**src/design/osm_pkg.sv**
```systemverilog
// Shared types and constants for the OFDM subcarrier mapper.
// No dependencies; imported by every module of the block.
`timescale 1ns / 1ps

package osm_pkg;

    // Configuration register indexes
    localparam logic [2:0] CFG_FFT_SIZE    = 3'd0;
    localparam logic [2:0] CFG_GUARD_SIZE  = 3'd1;
    localparam logic [2:0] CFG_PILOT_COUNT = 3'd2;
    localparam logic [2:0] CFG_PILOT_REAL  = 3'd3;
    localparam logic [2:0] CFG_PILOT_IMAG  = 3'd4;

    // Reset values of the registers
    localparam logic [12:0] FFT_SIZE_RST    = 13'd64;
    localparam logic [4:0]  GUARD_SIZE_RST  = 5'd6;
    localparam logic [11:0] PILOT_COUNT_RST = 12'd4;
    localparam logic [15:0] PILOT_REAL_RST  = 16'h7FFF;
    localparam logic [15:0] PILOT_IMAG_RST  = 16'h0000;

    localparam int FFT_MIN     = 8;
    localparam int GUARD_LIMIT = 30;

    // Cycles that the derived values need after a register write
    localparam logic [1:0] CFG_SETTLE = 2'd3;

    typedef enum logic [1:0] {
        KIND_GUARD = 2'd0,
        KIND_PILOT = 2'd1,
        KIND_DATA  = 2'd2
    } cell_kind_t;

    typedef struct packed {
        cell_kind_t kind;
        logic       symbol_end;
    } cell_res_t;

    typedef struct packed {
        logic restart;   // valid register written: restart the symbol
        logic busy;      // derived values still settling
    } cfg_ctrl_t;

endpackage

```
**src/design/ofdm_subcarrier_mapper.sv**
```systemverilog
// Top level of the OFDM subcarrier mapper: stream ports, sequencer, output register.
// Depends on osm_pkg, osm_config and osm_cell_unit.
`timescale 1ns / 1ps

// Usage
// - s_ channel: one complex data symbol per request. The block walks the
//   subcarriers of the OFDM symbol and, for each request, emits every guard,
//   DC and pilot cell ahead of the next data subcarrier, then the data cell.
// - m_ channel: one cell per request; tuser gives kind and end of symbol,
//   tlast marks the data cell, the last result of the input request.
// - cfg port: plain writes, only while idle; a write to a known register
//   restarts the symbol at subcarrier 0.
// Timing
// - An input producing n cells occupies the block while it takes the
//   request and then each of its cells in turn; the shared classifier handles
//   one subcarrier per cycle while the output register is free. n is at most 62.
// - s_tready is low while cells are being produced and after reset or a
//   register write, while the derived layout settles.
// - A stalled receiver holds the output register; the sequencer waits and
//   no cell is lost. A new input is taken while the final cell still waits.
// - Reset restores the default registers and restarts at subcarrier 0.

module ofdm_subcarrier_mapper
    import osm_pkg::*;
#(
    parameter int FFT_MAX = 4096,
    parameter int SAMPLE_WIDTH = 16
) (
    input  logic        aclk,
    input  logic        aresetn,
    input  logic        s_tvalid,
    output logic        s_tready,
    input  logic [31:0] s_tdata,   // [15:0] sample_real, [31:16] sample_imag
    output logic        m_tvalid,
    input  logic        m_tready,
    output logic [31:0] m_tdata,   // [15:0] cell_real, [31:16] cell_imag
    output logic [2:0]  m_tuser,   // [1:0] cell_kind, [2] symbol_end
    output logic        m_tlast,   // run_last
    input  logic        cfg_we,
    input  logic [2:0]  cfg_index,
    input  logic [15:0] cfg_data
);

    localparam int POS_W = $clog2(FFT_MAX);
    localparam int ACC_W = 2 * POS_W - 1;
    localparam int MW    = (SAMPLE_WIDTH < 16) ? SAMPLE_WIDTH : 16;
    localparam logic [15:0] VAL_MASK = 16'((32'd1 << MW) - 32'd1);

    typedef enum logic [1:0] {
        ST_IDLE = 2'b01,
        ST_RUN  = 2'b10
    } state_t;

    state_t           state_reg;
    logic [POS_W-1:0] pos_reg;
    logic [ACC_W-1:0] target_reg, scaled_reg;
    logic [15:0]      samp_re_reg, samp_im_reg;
    logic             m_valid_reg;
    logic [31:0]      m_data_reg;
    logic [2:0]       m_user_reg;
    logic             m_last_reg;

    cfg_ctrl_t        cfg_ctrl;
    logic [POS_W-1:0] fft_last, start_pos, last_pos, usable;
    logic [POS_W-2:0] pilot_num;
    logic [ACC_W-1:0] pilot_total;
    logic [15:0]      pilot_real, pilot_imag;

    cell_res_t        res;
    logic [POS_W-1:0] pos_next;
    logic [ACC_W-1:0] target_next, scaled_next;

    logic             s_fire, out_free, step;
    logic [15:0]      cell_re, cell_im;

    osm_config #(
        .POS_W   (POS_W),
        .ACC_W   (ACC_W),
        .FFT_MAX (FFT_MAX)
    ) u_config (
        .aclk        (aclk),
        .aresetn     (aresetn),
        .cfg_we      (cfg_we),
        .cfg_index   (cfg_index),
        .cfg_data    (cfg_data),
        .ctrl        (cfg_ctrl),
        .fft_last    (fft_last),
        .start_pos   (start_pos),
        .last_pos    (last_pos),
        .usable      (usable),
        .pilot_num   (pilot_num),
        .pilot_total (pilot_total),
        .pilot_real  (pilot_real),
        .pilot_imag  (pilot_imag)
    );

    osm_cell_unit #(
        .POS_W (POS_W),
        .ACC_W (ACC_W)
    ) u_cell (
        .pos         (pos_reg),
        .target_acc  (target_reg),
        .scaled_acc  (scaled_reg),
        .fft_last    (fft_last),
        .start_pos   (start_pos),
        .last_pos    (last_pos),
        .usable      (usable),
        .pilot_num   (pilot_num),
        .pilot_total (pilot_total),
        .res         (res),
        .pos_next    (pos_next),
        .target_next (target_next),
        .scaled_next (scaled_next)
    );

    assign s_tready = (state_reg == ST_IDLE) && !cfg_ctrl.busy;
    assign s_fire   = s_tvalid && s_tready;
    assign out_free = !m_valid_reg || m_tready;
    assign step     = (state_reg == ST_RUN) && out_free;

    always_comb begin
        case (res.kind)
            KIND_PILOT: begin
                cell_re = pilot_real & VAL_MASK;
                cell_im = pilot_imag & VAL_MASK;
            end
            KIND_DATA: begin
                cell_re = samp_re_reg & VAL_MASK;
                cell_im = samp_im_reg & VAL_MASK;
            end
            default: begin
                cell_re = '0;
                cell_im = '0;
            end
        endcase
    end

    // Sequencer and symbol position
    always_ff @(posedge aclk) begin
        if (!aresetn) begin
            state_reg  <= ST_IDLE;
            pos_reg    <= '0;
            target_reg <= '0;
            scaled_reg <= '0;
        end else if (cfg_ctrl.restart) begin
            state_reg  <= ST_IDLE;
            pos_reg    <= '0;
            target_reg <= '0;
            scaled_reg <= '0;
        end else begin
            unique case (state_reg)
                ST_IDLE: begin
                    if (s_fire) begin
                        state_reg <= ST_RUN;
                        if (pos_reg > fft_last) begin
                            pos_reg    <= '0;
                            target_reg <= '0;
                            scaled_reg <= '0;
                        end
                    end
                end
                ST_RUN: begin
                    if (step) begin
                        pos_reg    <= pos_next;
                        target_reg <= target_next;
                        scaled_reg <= scaled_next;
                        if (res.kind == KIND_DATA) begin
                            state_reg <= ST_IDLE;
                        end
                    end
                end
                default: state_reg <= ST_IDLE;
            endcase
        end
    end

    // Input sample hold
    always_ff @(posedge aclk) begin
        if (s_fire) begin
            samp_re_reg <= s_tdata[15:0];
            samp_im_reg <= s_tdata[31:16];
        end
    end

    // Output register
    always_ff @(posedge aclk) begin
        if (!aresetn) begin
            m_valid_reg <= 1'b0;
        end else if (step) begin
            m_valid_reg <= 1'b1;
        end else if (m_tready) begin
            m_valid_reg <= 1'b0;
        end
    end

    always_ff @(posedge aclk) begin
        if (step) begin
            m_data_reg <= {cell_im, cell_re};
            m_user_reg <= {res.symbol_end, res.kind};
            m_last_reg <= (res.kind == KIND_DATA);
        end
    end

    assign m_tvalid = m_valid_reg;
    assign m_tdata  = m_data_reg;
    assign m_tuser  = m_user_reg;
    assign m_tlast  = m_last_reg;

`ifndef NO_ASSERTIONS
    // the run-end flag only ever comes with the data cell
    a_last_is_data: assert property (@(posedge aclk) disable iff (!aresetn)
        m_tvalid && m_tlast |-> m_tuser[1:0] == KIND_DATA)
        else $error("tlast on a non-data cell");

    // an accepted request with no register write beside it starts cell production
    a_accept_runs: assert property (@(posedge aclk) disable iff (!aresetn)
        s_tvalid && s_tready && !cfg_we |=> state_reg == ST_RUN)
        else $error("accepted request did not start a run");

    // no request is taken while the layout settles after a write
    a_cfg_blocks: assert property (@(posedge aclk) disable iff (!aresetn)
        cfg_we && cfg_index <= CFG_PILOT_IMAG |=> !s_tready)
        else $error("request accepted right after a register write");
`endif

endmodule

```
**src/design/osm_config.sv**
```systemverilog
// Configuration registers and derived symbol layout (clamps, pilot total).
// Depends on osm_pkg.
`timescale 1ns / 1ps

module osm_config
    import osm_pkg::*;
#(
    parameter int POS_W = 12,
    parameter int ACC_W = 23,
    parameter int FFT_MAX = 4096
) (
    input  logic                aclk,
    input  logic                aresetn,
    input  logic                cfg_we,
    input  logic [2:0]          cfg_index,
    input  logic [15:0]         cfg_data,
    output cfg_ctrl_t           ctrl,
    output logic [POS_W-1:0]    fft_last,
    output logic [POS_W-1:0]    start_pos,
    output logic [POS_W-1:0]    last_pos,
    output logic [POS_W-1:0]    usable,
    output logic [POS_W-2:0]    pilot_num,
    output logic [ACC_W-1:0]    pilot_total,
    output logic [15:0]         pilot_real,
    output logic [15:0]         pilot_imag
);

    localparam int FE_W = POS_W + 1;
    localparam int FW   = (FE_W > 13) ? FE_W : 13;
    localparam int GW   = (FE_W > 5) ? FE_W : 5;
    localparam int CW   = (POS_W > 12) ? POS_W : 12;
    localparam int NP_W = POS_W - 1;

    logic [12:0] fft_size_reg;
    logic [4:0]  guard_size_reg;
    logic [11:0] pilot_count_reg;
    logic [15:0] pilot_real_reg;
    logic [15:0] pilot_imag_reg;
    logic [1:0]  settle_reg;

    logic [POS_W-1:0] fft_last_reg, start_reg, last_reg, usable_reg;
    logic [NP_W-1:0]  np_reg;
    logic [ACC_W-1:0] total_reg;

    logic             valid_wr;
    logic [FW-1:0]    fsz_w, fft_c;
    logic [FE_W-1:0]  fft_e, half_g;
    logic [GW-1:0]    g_w;
    logic [POS_W-1:0] g_p, start_n, last_n, usable_n, half_u;
    logic [CW-1:0]    np_w;

    assign valid_wr = cfg_we && (cfg_index <= CFG_PILOT_IMAG);

    always_ff @(posedge aclk) begin
        if (!aresetn) begin
            fft_size_reg    <= FFT_SIZE_RST;
            guard_size_reg  <= GUARD_SIZE_RST;
            pilot_count_reg <= PILOT_COUNT_RST;
            pilot_real_reg  <= PILOT_REAL_RST;
            pilot_imag_reg  <= PILOT_IMAG_RST;
            settle_reg      <= CFG_SETTLE;
        end else begin
            if (cfg_we) begin
                unique case (cfg_index)
                    CFG_FFT_SIZE:    fft_size_reg    <= cfg_data[12:0];
                    CFG_GUARD_SIZE:  guard_size_reg  <= cfg_data[4:0];
                    CFG_PILOT_COUNT: pilot_count_reg <= cfg_data[11:0];
                    CFG_PILOT_REAL:  pilot_real_reg  <= cfg_data;
                    CFG_PILOT_IMAG:  pilot_imag_reg  <= cfg_data;
                    default: ;
                endcase
            end
            if (valid_wr) begin
                settle_reg <= CFG_SETTLE;
            end else if (settle_reg != 2'd0) begin
                settle_reg <= settle_reg - 2'd1;
            end
        end
    end

    // Stage 1: clamps and band edges
    always_comb begin
        fsz_w = FW'(fft_size_reg);
        if (fsz_w < FW'(FFT_MIN)) begin
            fft_c = FW'(FFT_MIN);
        end else if (fsz_w > FW'(FFT_MAX)) begin
            fft_c = FW'(FFT_MAX);
        end else begin
            fft_c = fsz_w;
        end
        fft_e  = FE_W'(fft_c);
        half_g = (fft_e - FE_W'(2)) >> 1;

        g_w = GW'(guard_size_reg);
        if (g_w > GW'(GUARD_LIMIT)) begin
            g_w = GW'(GUARD_LIMIT);
        end
        if (g_w > GW'(half_g)) begin
            g_w = GW'(half_g);
        end
        g_p = POS_W'(g_w);

        start_n  = (g_p == '0) ? POS_W'(1) : g_p;
        last_n   = POS_W'(fft_e - FE_W'(1) - FE_W'(g_p));
        usable_n = last_n - start_n + POS_W'(1);
        half_u   = usable_n >> 1;

        np_w = CW'(pilot_count_reg);
        if (np_w > CW'(half_u)) begin
            np_w = CW'(half_u);
        end
    end

    always_ff @(posedge aclk) begin
        fft_last_reg <= POS_W'(fft_e - FE_W'(1));
        start_reg    <= start_n;
        last_reg     <= last_n;
        usable_reg   <= usable_n;
        np_reg       <= NP_W'(np_w);
        // Stage 2: i*usable bound for the last pilot
        total_reg    <= ACC_W'(usable_reg) * ACC_W'(np_reg);
    end

    assign ctrl.restart = valid_wr;
    assign ctrl.busy    = (settle_reg != 2'd0);
    assign fft_last     = fft_last_reg;
    assign start_pos    = start_reg;
    assign last_pos     = last_reg;
    assign usable       = usable_reg;
    assign pilot_num    = np_reg;
    assign pilot_total  = total_reg;
    assign pilot_real   = pilot_real_reg;
    assign pilot_imag   = pilot_imag_reg;

endmodule

```
**src/design/osm_cell_unit.sv**
```systemverilog
// Shared classifier: kind of one subcarrier and the next position/accumulators.
// Depends on osm_pkg.
`timescale 1ns / 1ps

module osm_cell_unit
    import osm_pkg::*;
#(
    parameter int POS_W = 12,
    parameter int ACC_W = 23
) (
    input  logic [POS_W-1:0] pos,
    input  logic [ACC_W-1:0] target_acc,
    input  logic [ACC_W-1:0] scaled_acc,
    input  logic [POS_W-1:0] fft_last,
    input  logic [POS_W-1:0] start_pos,
    input  logic [POS_W-1:0] last_pos,
    input  logic [POS_W-1:0] usable,
    input  logic [POS_W-2:0] pilot_num,
    input  logic [ACC_W-1:0] pilot_total,
    output cell_res_t        res,
    output logic [POS_W-1:0] pos_next,
    output logic [ACC_W-1:0] target_next,
    output logic [ACC_W-1:0] scaled_next
);

    logic           in_usable, is_pilot, wrap;
    logic [ACC_W:0] window_top;

    always_comb begin
        in_usable  = (pos >= start_pos) && (pos <= last_pos);
        window_top = {1'b0, scaled_acc} + (ACC_W + 1)'(pilot_num);
        // pilot where i*usable falls in [(pos-start)*np, (pos-start+1)*np)
        is_pilot   = in_usable && (pilot_num != '0) && (target_acc < pilot_total)
                     && (target_acc >= scaled_acc)
                     && ({1'b0, target_acc} < window_top);
        wrap       = (pos == fft_last);

        if (!in_usable) begin
            res.kind = KIND_GUARD;
        end else if (is_pilot) begin
            res.kind = KIND_PILOT;
        end else begin
            res.kind = KIND_DATA;
        end
        res.symbol_end = wrap;

        if (wrap) begin
            pos_next    = '0;
            target_next = '0;
            scaled_next = '0;
        end else begin
            pos_next    = pos + POS_W'(1);
            target_next = is_pilot ? target_acc + ACC_W'(usable) : target_acc;
            scaled_next = in_usable ? scaled_acc + ACC_W'(pilot_num) : scaled_acc;
        end
    end

endmodule
```
**config.mk**
```make
export PLATFORM = sky130hd
export DESIGN_NAME = ofdm_subcarrier_mapper
export DESIGN_NICKNAME = d
export VERILOG_FILES = /design/src/design/osm_pkg.sv /design/src/design/ofdm_subcarrier_mapper.sv /design/src/design/osm_config.sv /design/src/design/osm_cell_unit.sv
export SDC_FILE = /design/constraint.sdc
export NUM_CORES = 1
export LEC_CHECK = 0
export BUFFER_PORTS_ARGS = -buffer_cell sky130_fd_sc_hd__buf_2
export CORE_ASPECT_RATIO = 1.1
export CORE_MARGIN = 3
export CORE_UTILIZATION = 50
export DETAILED_ROUTE_END_ITERATION = 10
export GPL_ROUTABILITY_DRIVEN = 0
export GPL_TIMING_DRIVEN = 1
export PLACE_DENSITY = 0.76
export SLEW_MARGIN = 25
export SYNTH_ARGS = -nofsm -noshare
export SYNTH_HDL_FRONTEND = slang
export SYNTH_SLANG_ARGS = --single-unit
```
**constraint.sdc**
```tcl
create_clock -name aclk -period 19.09 [get_ports aclk]
set_input_delay 2.8635 -clock aclk [delete_from_list [all_inputs] [get_ports aclk]]
set_output_delay 2.8635 -clock aclk [all_outputs]
set_load 0.03 [all_outputs]
```
* Word level (Yosys, flattened, before mapping) *
Cells that the tools add are included.

operators by class
  $lt $le $gt $ge = 12
  muxes and demuxes = 31
  equality and inequality tests = 15
  multiply operators = 1
  reductions and logical operators = 28
  bitwise logic cells = 1
  add/subtract/negate cells = 10

operators with widths
  operator                                                number
  two-way mux 23 bit                                      8
  case mux 23 bit (2 select lines)                        2
  two-way mux 12 bit                                      6
  case mux 16 bit (2 select lines)                        2
  two-way mux 13 bit                                      2
  adder 12 x 1 -> 12 bit (second input constant)          2
  adder 23 x 11 -> 24 bit                                 1
  < comparator 23 x 24 -> 1 bit                           1
  case mux 12 bit (2 select lines)                        1
  subtractor 12 bit                                       2
  adder 23 x 11 -> 23 bit                                 1
  adder 23 x 12 -> 23 bit                                 1
  greater-or-equal comparator 23 bit                      1
  < comparator 23 bit                                     1
  multiplier 12 x 11 -> 23 bit                            1
  greater-than comparator 13 bit (second input constant)  1
  < comparator 13 x 4 -> 1 bit (second input constant)    1
  subtractor 13 x 2 -> 13 bit (second input constant)     1
  equality test 12 bit                                    1
  greater-or-equal comparator 12 bit                      1
  greater-than comparator 12 x 11 -> 1 bit                1
  greater-than comparator 12 bit                          1
  greater-than comparator 5 x 12 -> 1 bit                 1
  <= comparator 12 bit                                    1
  30 further kinds                                        57

storage, ports and cells
  word-level logic and storage cells = 120
  input port bits = 56
  register bits after elaboration = 275

* Longest topological paths before layout *
Gate-level depths: netlist of the first run.

  depth after elaboration = 12
  depth in mapped cells = 44

* Hierarchy *
Synthesis of the first run repeated with hierarchy kept, for this count alone.

second synthesis, totals
  cells, all modules = 2353
  area, all modules = 20390.8 sq um

modules (own cells, without submodules)
  module                  cells an instance  seq. area each (sq um)  area each (sq um)  instances
  osm_config              1205               2922.8                  10729.0            1
  ofdm_subcarrier_mapper  456                3263.1                  4997.3             1
  osm_cell_unit           692                0.0                     4664.5             1

* Least setup slack after synthesis of the first run *
OpenSTA, ideal clock, no wires.

  path kind = register to register
  start = reg u_config.fft_size_reg[5]
  end = reg u_config.np_reg[1] (netlist: u_config.pilot_num[1])
  library setup time = 0.126 ns
  period minus slack after synthesis = 8.181 ns
  data arrival time = 8.055 ns
  path slack = 10.909 ns
  cell stages (with the launch flop) = 43
  path buffers = 3
  path through = dfxtp_1 > clkbuf_1 > nor3_1 > and3_1 > nor2_1 > nand2_1 > ha_1 > or3_1 > nand2_1 > inv_1 > ha_1 > o21a_1 > o21ai_0 > nand2b_1 > a21oi_1 > nor4_4 > buf_6 > mux2i_1 > (+7 left out) > o21bai_1 > a21oi_1 > mux2i_1 > nand3b_1 > ha_1 > ha_1 > inv_1 > nor2_1 > a2111oi_0 > a32oi_1 > or2_1 > ha_1 > nand4b_1 > a21oi_1 > a2111oi_0 > or2_2 > clkbuf_1 > o21ai_0

RTL lines
  what                                        RTL line           RTL
  from (decl)                                 osm_config.sv:34   logic [12:0] fft_size_reg;
  from (signal assigned)                      osm_config.sv:65   CFG_FFT_SIZE: fft_size_reg <= cfg_data[12:0];
  greater-than comparator 13 bit              osm_config.sv:86   end else if (fsz_w > FW'(FFT_MAX)) begin
  two-way mux 13 bit                          osm_config.sv:86
  two-way mux 13 bit *                        osm_config.sv:84   if (fsz_w < FW'(FFT_MIN)) begin
  subtractor 13 x 2 -> 13 bit                 osm_config.sv:92   half_g = (fft_e - FE_W'(2)) >> 1;
  greater-than comparator 5 x 12 -> 1 bit     osm_config.sv:98   if (g_w > GW'(half_g)) begin
  two-way mux 12 bit                          osm_config.sv:98
  subtractor 12 bit *                         osm_config.sv:104  last_n = POS_W'(fft_e - FE_W'(1) - FE_W'(g_p));
  net u_config.last_n[10]                     osm_config.sv:49   logic [POS_W-1:0] g_p, start_n, last_n, usable_n, half_u;
  subtractor 12 bit *                         osm_config.sv:105  usable_n = last_n - start_n + POS_W'(1);
  adder 12 x 1 -> 12 bit *                    osm_config.sv:105
  greater-than comparator 12 x 11 -> 1 bit *  osm_config.sv:109  if (np_w > CW'(half_u)) begin
  two-way mux 11 bit *                        osm_config.sv:109
  net u_config.np_w[1]                        osm_config.sv:50   logic [CW-1:0] np_w;
  to (signal assigned)                        osm_config.sv:119  np_reg <= NP_W'(np_w);
  to (decl)                                   osm_config.sv:42   logic [NP_W-1:0] np_reg;

The timed path passes the listed nets; every way through them passes the cells marked *.
A chain may end at the register's enable or synchronous reset.

* Worst setup path after layout of the first run *
  start = reg u_config.fft_size_reg[8]
  end = reg u_config.np_reg[1] (netlist: u_config.pilot_num[1])

Same word-level chain as after synthesis.

==> results.yml, run 1 <==
final_layout:
  stdcell_count: 2765
  layout_commonest_cell: "nand2_1"
  area_delta_synth_final_pct: 9.73
  drive_above_1_share_pct: 8.34
  fillers: 3407
  final_area_um2: 21600
  final_nets: 2630
  largest_register_ffs: 32
  final_cell_mix: "nand2_1, ha_1, inv_1, dfxtp_1, nor2_1"
  diodes: 0
setup_path:
  crit_top_cell: "ha_1"
  slowest_delay_ps: 860
  path_class: "reg -> reg"
  end_kind: "flop"
  critical_path.slowest_cell: "nor4_4"
  arrival_ps: 10470
  crit_path_start_kind: "flop"
  critPathMaxFanout: 14
  worstPathRequired_ps: 19550
sta:
  finalHoldViolCount: 0
  finClkSkew_ps: 18.7
  relSlewSlack_pct: 30.6
  drv_slew: 0
  finalCritPeriodShare_pct: 52.5
  fin_crit_ps: 10010
  clock.fmax_ghz: 0.0999
  rsz0062_at_grt: "no"
  worst_slew_pin_slew_ps: 1040
  setup_viol: 0
  whs_ps: 467
  fin_ws_ps: 9080
  finalSetupTns_ps: 0
clock_network:
  post-cts-setup-buffers: 0
  hold_buffers: 0
  insertion_delay_ps: 580
  clockRootBuffer: "clkbuf_16"
  cts-htree-levels: 1
  cts_tree: "done"
  clkTransAtPathRegs_ps: 60
  numClockSinks: 274
  cts_inserted_buffers: 30
  cts_resized: 0
  clockBufferDepth: 3
detailed_routing:
  dr_total_vias: 16007
  final_antenna_net_count: 0
  vias_per_cell: 5.79
  drt_first_pass_iters: 5
  drc: 0
  totalWireLength_um: 49700
  routedWlPerCell_um: 18.0
  drt_iter0_markers: 1051
place:
  place_inst: 2709
  io_buffers: 93
  place_ws_ps: 9360
  place_hpwl_um: 36900
  dpl_cell_area_um2: 20600
die:
  die-height_um: 214
  core_um2: 38500
  die_width_um: 195
  num_rows: 75
  die-area_um2: 41700
  pin_count: 94
  initial_core_util_pct: 51.1
logic_synthesis:
  yosys.area_share.simple_pct: 18.4
  synth_seq_cells: 274
  syn_inst: 2171
  avgSynthCellArea_um2: 9.05
  synth_edf_count: 67
  synth_xor_area_share_pct: 3.12
  synth.yosys.warnings: 0
  synth-compound-area-share_pct: 13.0
  ys_seq_area_share_pct: 31.3
  synth_mux_area_share_pct: 3.30
  ys.flop_type: "dfxtp_1"
  synth_top_family_by_area: "adder cells"
  synth.cell_area_um2: 19700
  synth_async_sr_flop_share_pct: 0
  ys_types: 84
  synthAdderAreaFrac_pct: 24.8
power:
  ir_worst_vdd_mv: 0.0722
  p_leak_uw: 0.00960
  power.density_nw_per_um2: 98.6
global_route:
  overflow: 0
  antenna_found_initial: 1
  gr-usage-all-layers_pct: 23.6
  grt_pass1_vias: 16304
  grt_pass1_wl_um: 81700
  grt_max_degree: 66
outcome:
  status: "complete, no violations"
hold_path:
  hp-class: "reg -> reg"
job:
  drv_cap: 0
==> through the flow <==
step | total power, µW | utilization, %
global placement | 1520 | 53.5
CTS | 2140 | 56.0
global route | 2290 | 56.0
finish | 2130 | 56.0
detailed placement | 1550 | 53.5
floorplan | 1340 | -
==> Yosys cell counts (all sizes together), types with 7 or more instances <==
cell     number  area [µm²]
or3          30         193
a2111oi       8        70.1
nand2       284        1070
nor4         13         103
mux2          7        78.8
xor2         22         193
xnor2        48         420
o31ai         7        52.6
o211ai       12        90.1
o21ai        75         375
a21o         28         210
edfxtp       67        2010
fa           93        1860
or2          12        75.1
and2         72         450
dfxtp       207        4140
nand3        57         298
a21oi        86         430
and3         13        81.3
o21a         12        90.1
a21boi       46         345
o21bai       11        82.6
o22ai        11        68.8
a31oi        15        93.8
or4          12        90.1
inv         226         848
nor2b        18         113
ha          240        3000
nor2        115         432
nand4        25         163
clkbuf       71         267
a211oi        8        60.1
nor3         43         215
buf          12        71.3
mux2i        57         571
nand2b       13        81.3
==> where the power goes <==
| part | leakage (µW) | total, µW | internal (µW) | switching (µW) |
|---|---|---|---|---|
| combinational | 0.00687 | 809 | 347 | 463 |
| clock | 0.000487 | 580 | 332 | 249 |
| sequential | 0.00224 | 737 | 648 | 89.3 |
==> final cells by class <==
type	instances	area [µm²]	area share (%)
Inverter	228	856	3.97
Tap cell	500	626	2.90
Sequential cell	274	6160	28.5
Multi-Input combinational cell	1603	12400	57.4
Clock inverter	17	176	0.818
Timing Repair Buffer	104	548	2.54
Clock buffer	39	816	3.78
==> worst max-delay path: cells and delay by family, from the launching register on <==
family                   cells  cell delay, ps
buffers and inverters        3             370
multiplexers                 2             480
AO/OA/AOI/OAI               12            2820
flip-flops                   1             360
adder cells (fa/ha/maj)      7            2060
AND/OR/NAND/NOR             12            3780
==> routing by layer <==
metal	wire length, µm	share of wire (%)	track usage, %
met3	3180	6.4	3.33
met5	17	0.034	0
met1	20500	41	30.0
met2	24100	49	40.6
met4	1890	3.8	9.06
==> kinds of logic after synthesis <==
group | after synthesis
compound gates | 381
xor+xnor | 70
fa+ha+maj | 333
buf+inv | 311
flops | 274
mux | 64
other cells | 2
simple gates | 736
==> final timing paths <==
path | start | to | slack, ps | depth (start not counted)
min | u_config.pilot_imag[10] | u_config.pilot_imag[10] | 470 | 2
max reg2reg | u_config.fft_size_reg[8] | u_config.pilot_num[1] | 9080 | 36
min reg2reg | u_config.pilot_imag[10] | u_config.pilot_imag[10] | 470 | 2
max | u_config.fft_size_reg[8] | u_config.pilot_num[1] | 9080 | 36
No activity file was read; power rests on OpenSTA's default activity.
==> run 2, diff against run 1 <==
--- a/config.mk
+++ b/config.mk
@@ -5,6 +5,7 @@
 export SDC_FILE = /design/constraint.sdc
 export NUM_CORES = 1
 export LEC_CHECK = 0
+export ABC_AREA = 1
 export BUFFER_PORTS_ARGS = -buffer_cell sky130_fd_sc_hd__buf_2
 export CORE_ASPECT_RATIO = 1.1
 export CORE_MARGIN = 3
==> constraint.sdc (replaced) <==
create_clock -name aclk -period 9.5 [get_ports aclk]
set_input_delay 1.425 -clock aclk [delete_from_list [all_inputs] [get_ports aclk]]
set_output_delay 1.425 -clock aclk [all_outputs]
set_load 0.03 [all_outputs]
==> results.yml, run 2 <==
clock_network:
  cts-htree-levels: 1
  cts_inserted_buffers: 29
  insertion_delay_ps: 570
  clockRootBuffer: "clkbuf_16"
  cts_resized: 0
  clockBufferDepth: 3
  hold_buffers: 0
  clkTransAtPathRegs_ps: 60
  cts_tree: "done"
  numClockSinks: 274
  post-cts-setup-buffers: 0
setup_path:
  slowest_delay_ps: 410
  worstPathRequired_ps: 9950
  r2r_end: "u_config.pilot_num[0]"
  crit_path_start_kind: "flop"
  arrival_ps: 8610
  end_kind: "flop"
  critPathMaxFanout: 21
  reg2regPathDepth: 51
  path_class: "reg -> reg"
  r2r_slack_ps: 1350
  crit_top_cell: "nand2_1"
  critical_path.slowest_cell: "fa_1"
  r2r_start: "u_config.fft_size_reg[7]"
die:
  die-area_um2: 42500
  pin_count: 94
  die_width_um: 197
  core_um2: 39400
  num_rows: 76
  die-height_um: 216
  initial_core_util_pct: 50.8
global_route:
  gr-usage-all-layers_pct: 23.9
  antenna_found_initial: 4
  grt_max_degree: 65
  grt_pass1_vias: 17572
  grt_pass1_wl_um: 84200
  overflow: 0
sta:
  relSlewSlack_pct: 31.7
  rsz0062_at_grt: "no"
  worst_slew_pin_slew_ps: 1030
  finalHoldViolCount: 0
  fin_crit_ps: 8150
  finalSetupTns_ps: 0
  drv_slew: 0
  finalCritPeriodShare_pct: 85.8
  setup_viol: 0
  finClkSkew_ps: 13.6
  clock.fmax_ghz: 0.123
detailed_routing:
  drc: 0
  final_antenna_net_count: 0
  routedWlPerCell_um: 16.0
  dr_total_vias: 17391
  vias_per_cell: 5.45
  totalWireLength_um: 51100
  drt_first_pass_iters: 7
  drt_iter0_markers: 1056
place:
  io_buffers: 93
  place_hpwl_um: 39400
  place_inst: 3136
power:
  clkPwrFrac_pct: 20.3
  power.switching_uw: 2650
  ir_worst_vdd_mv: 0.328
  p_leak_uw: 0.0112
  p_sw_share_pct: 44.7
  comb_power_share_pct: 52.7
  power.density_nw_per_um2: 269
  power_frac_seq_pct: 27.0
  p_int_uw: 3270
logic_synthesis:
  synth_top_area_share_pct: 20.7
  synth_async_sr_flop_share_pct: 0
  syn_inst: 2579
  yosysTopAreaCell: "dfxtp_1"
  yosys-top-cells-area: "dfxtp_1, ha_1, nand2_1, edfxtp_1, fa_1"
  yosysMostFrequentCell: "nand2_1"
  synth.yosys.warnings: 0
  ys_types: 52
  synth_edf_count: 67
  synth.cell_area_um2: 20000
  synth_seq_cells: 274
  avgSynthCellArea_um2: 7.76
  ys_seq_area_share_pct: 30.8
  ys.flop_type: "dfxtp_1"
  yosys-top-cells-count: "nand2_1, inv_1, ha_1"
final_layout:
  stdcell_count: 3190
  fillers: 3562
  largest_register_ffs: 32
  fin_util_pct: 55.8
  diodes: 0
  layout_commonest_cell: "nand2_1"
  final_cell_mix: "nand2_1, inv_1, ha_1, dfxtp_1, nor2_1"
  drive_above_1_share_pct: 8.01
  final_nets: 3049
  area_delta_synth_final_pct: 9.84
hold_path:
  whs_endpoint: "u_config.pilot_real[3]"
  hold_start: "u_config.pilot_real[3]"
  hp-class: "reg -> reg"
  holdPathStages: 2
outcome:
  status: "complete, no violations"
job:
  drv_cap: 0
-- run 2: final cells by class --
| type | instances | area, µm² | area share [%] |
|---|---|---|---|
| Multi-Input combinational cell | 1828 | 12000 | 54.6 |
| Sequential cell | 274 | 6160 | 28.0 |
| Inverter | 425 | 1600 | 7.26 |
| Clock buffer | 43 | 892 | 4.06 |
| Tap cell | 507 | 634 | 2.89 |
| Timing Repair Buffer | 102 | 566 | 2.57 |
| Clock inverter | 11 | 131 | 0.598 |
-- run 2: how the worst max path moves through the flow --
| stage | from | to | cells past startpoint |
|---|---|---|---|
| after floorplan | u_config.fft_size_reg[12] | u_config.pilot_num[8] | 50 |
| after global placement | u_config.fft_size_reg[7] | u_config.pilot_num[0] | 52 |
| after detailed placement | u_config.fft_size_reg[7] | u_config.pilot_num[0] | 52 |
| after CTS | u_config.fft_size_reg[7] | u_config.pilot_num[0] | 50 |
| after global routing | u_config.fft_size_reg[4] | u_config.pilot_num[0] | 52 |
| final | u_config.fft_size_reg[7] | u_config.pilot_num[0] | 51 |
-- run 2: logic make-up after synthesis --
| group | count (synthesis) | synth area share, % |
|---|---|---|
| compound gates | 352 | 9.69 |
| flops | 274 | 30.8 |
| fa+ha+maj | 333 | 24.3 |
| buf+inv | 494 | 9.59 |
| xor+xnor | 72 | 3.15 |
| other cells | 2 | 0.0375 |
| simple gates | 1052 | 22.5 |
-- run 2: layer usage --
layer	track usage (%)	wire [µm]
met5	0	55
met2	43.0	25100
met4	8.32	1910
met1	28.9	20700
met3	3.72	3380
-- run 2: power by group through the flow --
stage,registers [µW],logic (µW),clock network (µW)
after floorplan,1420,2540,0
after global placement,1600,2980,0
after CTS,1590,3140,1220
final,1600,3120,1200
after detailed placement,1610,3100,0
after global routing,1610,3620,1260
-- run 2: critical path: cells and delay by family (launching register included) --
family,cells,cell delay (ps)
and+or+nand+nor,30,3610
adders and majority gates,7,2180
AOI/OAI and AO/OA,7,970
xor gates and xnor gates,3,610
DFF,1,370
buffers and inverters,4,300
-- run 2: per-stage QoR --
| step | setup slack [ps] | total power [µW] | hold WS, ps | cell area, µm² |
|---|---|---|---|---|
| global route | 449 | 6480 | 488 | 22000 |
| global placement | 1840 | 4580 | 439 | 20900 |
| floorplan | 2500 | 3960 | 425 | 20100 |
| detailed placement | 1490 | 4710 | 447 | 21000 |
| finish | 1350 | 5920 | 462 | 22000 |
| CTS | 1420 | 5940 | 462 | 22000 |
